$ cat src/hdl/bmm_pkg.sv
`timescale 1ns / 1ps
package bmm_pkg;

	localparam int WORD_W = 64;
	localparam int HALF_W = 32;
	localparam int ADDR_W = 5;

	typedef logic [WORD_W-1:0] word_t;
	typedef logic [2*WORD_W-1:0] dword_t;

	typedef enum logic [1:0] {
		REG_MODULUS = 2'd0,
		REG_BFAC_HI = 2'd1,
		REG_BFAC_LO = 2'd2
	} reg_idx_t;

	typedef struct packed {
		word_t modulus;
		word_t bfac_hi;
		word_t bfac_lo;
	} cfg_t;

	// full product of the two operands
	typedef struct packed {
		word_t ph;
		word_t pl;
		logic  last;
	} prod_t;

	// quotient estimate with the low product word it applies to
	typedef struct packed {
		word_t q;
		word_t pl;
		logic  last;
	} quot_t;

	function automatic word_t mul32(input logic [HALF_W-1:0] a, input logic [HALF_W-1:0] b);
		return WORD_W'(a) * WORD_W'(b);
	endfunction

	// combine the four 32x32 partial products of a 64x64 multiply
	function automatic dword_t join_partials(input word_t p00, input word_t p01,
		input word_t p10, input word_t p11);
		logic [HALF_W+1:0] mid;
		word_t             hi;
		mid = {2'b00, p00[WORD_W-1:HALF_W]} + {2'b00, p01[HALF_W-1:0]}
			+ {2'b00, p10[HALF_W-1:0]};
		hi  = p11 + {{HALF_W{1'b0}}, p01[WORD_W-1:HALF_W]}
			+ {{HALF_W{1'b0}}, p10[WORD_W-1:HALF_W]}
			+ {{(WORD_W-2){1'b0}}, mid[HALF_W+1:HALF_W]};
		return {hi, mid[HALF_W-1:0], p00[HALF_W-1:0]};
	endfunction

endpackage

$ cat src/hdl/bmm_regs.sv
`timescale 1ns / 1ps
module bmm_regs (
	input  logic                         clk,
	input  logic                         arst_n,
	input  logic                         psel,
	input  logic                         penable,
	input  logic                         pwrite,
	input  logic [bmm_pkg::ADDR_W-1:0]   paddr,
	input  bmm_pkg::word_t               pwdata,
	output bmm_pkg::word_t               prdata,
	output logic                         pready,
	output bmm_pkg::cfg_t                cfg
);
	import bmm_pkg::*;

	reg_idx_t idx;
	logic     wr_en;
	word_t    modulus_q;
	word_t    bfac_hi_q;
	word_t    bfac_lo_q;

	assign idx    = reg_idx_t'(paddr[ADDR_W-1:3]);
	assign wr_en  = psel && penable && pwrite && pready;
	assign pready = 1'b1;

	always_ff @(posedge clk or negedge arst_n) begin
		if (!arst_n) begin
			modulus_q <= word_t'(1);
			bfac_hi_q <= '0;
			bfac_lo_q <= '0;
		end else if (wr_en) begin
			case (idx)
				REG_MODULUS: modulus_q <= pwdata;
				REG_BFAC_HI: bfac_hi_q <= pwdata;
				REG_BFAC_LO: bfac_lo_q <= pwdata;
				default: ;
			endcase
		end
	end

	always_comb begin
		case (idx)
			REG_MODULUS: prdata = modulus_q;
			REG_BFAC_HI: prdata = bfac_hi_q;
			REG_BFAC_LO: prdata = bfac_lo_q;
			default:     prdata = '0;
		endcase
	end

	assign cfg.modulus = modulus_q;
	assign cfg.bfac_hi = bfac_hi_q;
	assign cfg.bfac_lo = bfac_lo_q;

	a_modulus_write: assert property (@(posedge clk) disable iff (!arst_n)
		wr_en && idx == REG_MODULUS |=> modulus_q == $past(pwdata))
		else $error("modulus register missed a write");

endmodule

$ cat config.mk
export PLATFORM = sky130hd
export DESIGN_NAME = bmm_regs
export DESIGN_NICKNAME = d
export VERILOG_FILES = /design/src/hdl/bmm_pkg.sv /design/src/hdl/bmm_regs.sv
export SDC_FILE = /design/constraint.sdc
export NUM_CORES = 1
export LEC_CHECK = 0
export ABC_AREA = 1
export BUFFER_PORTS_ARGS = -buffer_cell sky130_fd_sc_hd__buf_2
export CAP_MARGIN = 5
export CORE_MARGIN = 2
export CORE_UTILIZATION = 45
export DETAILED_ROUTE_END_ITERATION = 10
export GPL_ROUTABILITY_DRIVEN = 0
export PLACE_DENSITY = 0.74
export SETUP_SLACK_MARGIN = 0.2
export SYNTH_ARGS = -nofsm -noshare
export SYNTH_HDL_FRONTEND = slang
export SYNTH_SLANG_ARGS = --single-unit
$ cat constraint.sdc
create_clock -name clk -period 1.5 [get_ports clk]
set_clock_uncertainty 0.1 [all_clocks]
set_input_delay 0.075 -clock clk [delete_from_list [all_inputs] [get_ports clk]]
set_output_delay 0.075 -clock clk [all_outputs]
set_load 0.02 [all_outputs]
== Word level (Yosys, flattened, before mapping) ==
Index checks and enable logic that the tools add are counted.

* Register bits: 192
* Output and inout bits: 257

* Reductions and logical operators: 6
* Equality and inequality tests: 2
* Multiplexer cells: 1

{| class="wikitable"
|+ Operators by type and width
! operator !! count
|-
| 64-bit one-hot mux with 3 select lines || 1
|-
| 2-bit AND reduction || 3
|-
| 2-bit by 1-bit == test with 1-bit output, second input constant || 1
|-
| 2-bit == test, second input constant || 1
|-
| 1-bit logical AND || 2
|-
| 2-bit zero test || 1
|}

== Longest topological paths before layout ==
* Word-level depth: 3
* Gate-level depth with buffers: 7
* Mapped depth without buffers: 6

== Least setup slack after synthesis ==
OpenSTA, ideal clock, no wires.

* Path type: input to output
* Start: input port paddr[4] (netlist bit)
* End: output port prdata[10]
* Slack: 0.479 ns
* Arrival: 0.846 ns
* Data required time: 1.325 ns
* Path buffers: 2
* Cell stages on the path: 7
* Cell sequence: inv_1 -> nand2_1 -> inv_1 -> buf_4 -> buf_6 -> nand2_1 -> nand3_1

* Longest elaborated chain between the ends: 2
* Elaborated cells between the ends (all ways): 4

{| class="wikitable"
|+ RTL lines
! element !! line !! source
|-
| start, declared || bmm_regs.sv:8 || <nowiki>input logic [bmm_pkg::ADDR_W-1:0] paddr,</nowiki>
|-
| 2-bit == test, or another cell as far along || bmm_regs.sv:42 || <nowiki>case (idx)</nowiki>
|-
| 64-bit one-hot mux with 3 select lines * || bmm_regs.sv:42 ||
|-
| end, declared || bmm_regs.sv:10 || <nowiki>output bmm_pkg::word_t prdata,</nowiki>
|}

Mark *: on every way between the ends. The rest lies on a longest branch, timed or not.

== Worst setup path in the final report ==
* Start: register modulus_q[0]
* End: output port prdata[0]

* Longest elaborated chain between the ends: 1

{| class="wikitable"
|+ RTL lines
! element !! line !! source
|-
| start, declared || bmm_regs.sv:18 || <nowiki>word_t modulus_q;</nowiki>
|-
| start signal, assigned || bmm_regs.sv:28 || <nowiki>modulus_q <= word_t'(1);</nowiki>
|-
| start signal, assigned || bmm_regs.sv:33 || <nowiki>REG_MODULUS: modulus_q <= pwdata;</nowiki>
|-
| 64-bit one-hot mux with 3 select lines || bmm_regs.sv:42 ||
|}

Every way passes these cells.

==> metrics.txt <==
Tmin final=1.40 ns; Mapped Avg Cell Area=7.92 µm²; Detail Placement HPWL=17700 µm; Sink Count=approximately 190; final setup fails=0; CTS tree=built; top cell type's share of synthesized area=54.8%; Core Util, Final=71.8%; most frequent cells after synthesis=772 x nand2_1, 191 x dfrtp_1, 64 x nand3_1, 46 x buf_6, 7 x buf_2; Gate Count Post-Synth=1101; async set or reset register ratio after synthesis=100%; final hold vios=0; status=finished, final reports clean; pwr dens=1390 nW/µm²; period utilisation layout=roughly 93%; io pins=331; Startpoint Class=register; Starting Density=46.2%; Static Leak=0.00791 µW; Site Rows=50; Residual DRC=0; drt first pass iters=5; # placed instances=1658; drt first-iter violations=665; top cells by area, synth=dfrtp_1 55%, nand2_1 33%, buf_6 5.9%; yosys warns=0; Critical Path RT=1.32 ns; Clock Pin Slew Worst Setup and Hold Paths=0.07 ns; H-tree depth=4; die area=20500 µm²; Min-Delay Path Class=input port to asynchronous set/reset pin; Design Power=18900 µW; RSZ-0062 raised after global routing=true; Worst-Skew Late Latency=0.42 ns; synthesized flop and latch total=about 190; Via Count=roughly 9600; chip width=143 µm; layout cell share with drive strength beyond 1=37.0%; largest net degree at the start of global routing=51; Area Overhead vs Synth=55.6%; worst-path maximum fanout=3; maximum vdd drop=0.867 mV; Arr. time, crit path=1.23 ns; nets=around 1700; most frequent cell after synthesis=nand2_1; CP Capture Type=primary output; GRT overflow=0; routed len/inst=approximately 17 µm; Finished Layout Cells=1880; clk buf depth=2; smallest hold slack=0.0618 ns; core area=18900 µm²; post-synthesis cell area=8720 µm²; Slew Limit Fails=0; post-route antenna net violation count=0; PortBufs=326; max-capacitance violation count=0; gr usage total=28.0%; Die H=~140 µm; Syn Nets=1175; initial antenna violation count=2; final WL=32200 µm; number of CTS-inserted buffers=17; CTS Root Cell=clkbuf_16; global-route wire length before repair=between 40000 and 50000 µm; Main synth FF type=dfrtp_1; setup TNS=0 ns; Setup CP Type=register to primary output; relative slew slack=65.3%; cell taking the most area after synthesis=dfrtp_1; drt via density=roughly 5.1; Slew @ Worst Pin=0.520 ns; Post-synth EDFFs=0; number of distinct library cells after synthesis=13; vias in the first global route=9024; register area share after synthesis=55.1%; Max Freq=0.714 GHz
[worst paths after layout]
check	depth (start not counted)	to	start	slack (ns)
worst max-delay path	3	prdata[0]	modulus_q[0]$_DFFE_PN1P_	0.1
max in group asynchronous	3	bfac_hi_q[18]$_DFFE_PN0P_	arst_n	0.63
worst min-delay path	2	bfac_hi_q[35]$_DFFE_PN0P_	arst_n	0.06
worst max register to register	4	bfac_lo_q[38]$_DFFE_PN0P_	bfac_lo_q[38]$_DFFE_PN0P_	0.51
min in group clk	6	bfac_lo_q[50]$_DFFE_PN0P_	penable	0.18
worst min register to register	2	modulus_q[0]$_DFFE_PN1P_	modulus_q[0]$_DFFE_PN1P_	0.38
[layout by cell type (no fill, tap or decap), types with 3 or more instances in the layout]
cell	n
buf_12	10
buf_2	238
buf_4	133
buf_6	95
bufinv_16	3
clkbuf_16	18
clkinvlp_4	5
dfrtp_1	191
dlygate4sd3_1	65
inv_1	3
inv_6	4
nand2_1	752
nand2_2	23
nand3_1	7
nand3_2	57
nor2_4	5
[layer usage]
metal  global-route usage (%)  routed length (µm)  part of all wire (%)  up-vias
li1                         -                   -                     -     4358
met1                     33.5               12000                    37     4623
met2                     48.7               16600                    52      537
met3                     4.96                2310                   7.2      110
met4                     14.0                1240                   3.8        0
met5                        0                   0                     0        -
[final cells by class]
type                            instances  area, µm²
Antenna cell                            2       5.00
Clock buffer                           19        443
Clock inverter                         13        174
Fill cell                            1326       5320
Inverter                                5       21.3
Multi-Input combinational cell        846       3650
Sequential cell                       192       4810
Tap cell                              260        325
Timing Repair Buffer                  543       4150
[registers in the layout (all words and copies together), names as in the netlist]
name	flops
bfac_lo_q	64
modulus_q	64
bfac_hi_q	64
[logic make-up (layout without fill, tap and decap cells)]
kind of cell           count (synthesis)  after routing  synth area share [%]
DFF                                  192            192                  55.1
and+or+nand+nor                      845            845                  37.9
other                                  1              3                0.0430
buffers and inverters                 63            580                  6.99
[metrics by stage]
stage | instance area, µm² | worst slack, ns
6_report | 13600 | 0.0986
5_1_grt | 13600 | 0.0583
4_1_cts | 12600 | 0.0819
3_5_place_dp | 10400 | 0.117
3_3_place_gp | 10400 | 0.167
2_1_floorplan | 8720 | 0.479
[critical path: stages (launching register included)]
cell and delay [ns]:
dfstp_2 0.56, nand2_2 0.06, nand3_2 0.09, buf_6 0.12
[report_power, final]
part | total [µW] | internal [µW] | switching, µW
combinational | 6950 | 3060 | 3890
sequential | 7220 | 6240 | 976
clock | 4750 | 2710 | 2050
total | 18900 | 12000 | 6910
[what timing repair did]
action                                  CTS  global route
hold endpoints to repair                384             0
gates resized for setup                 124           142
pin swaps                                77            68
hold buffers                             65             0
endpoints found under the setup margin   65            88
setup buffers                            55            67
gates cloned                              0             1
Power figures use the tool's default switching activity.
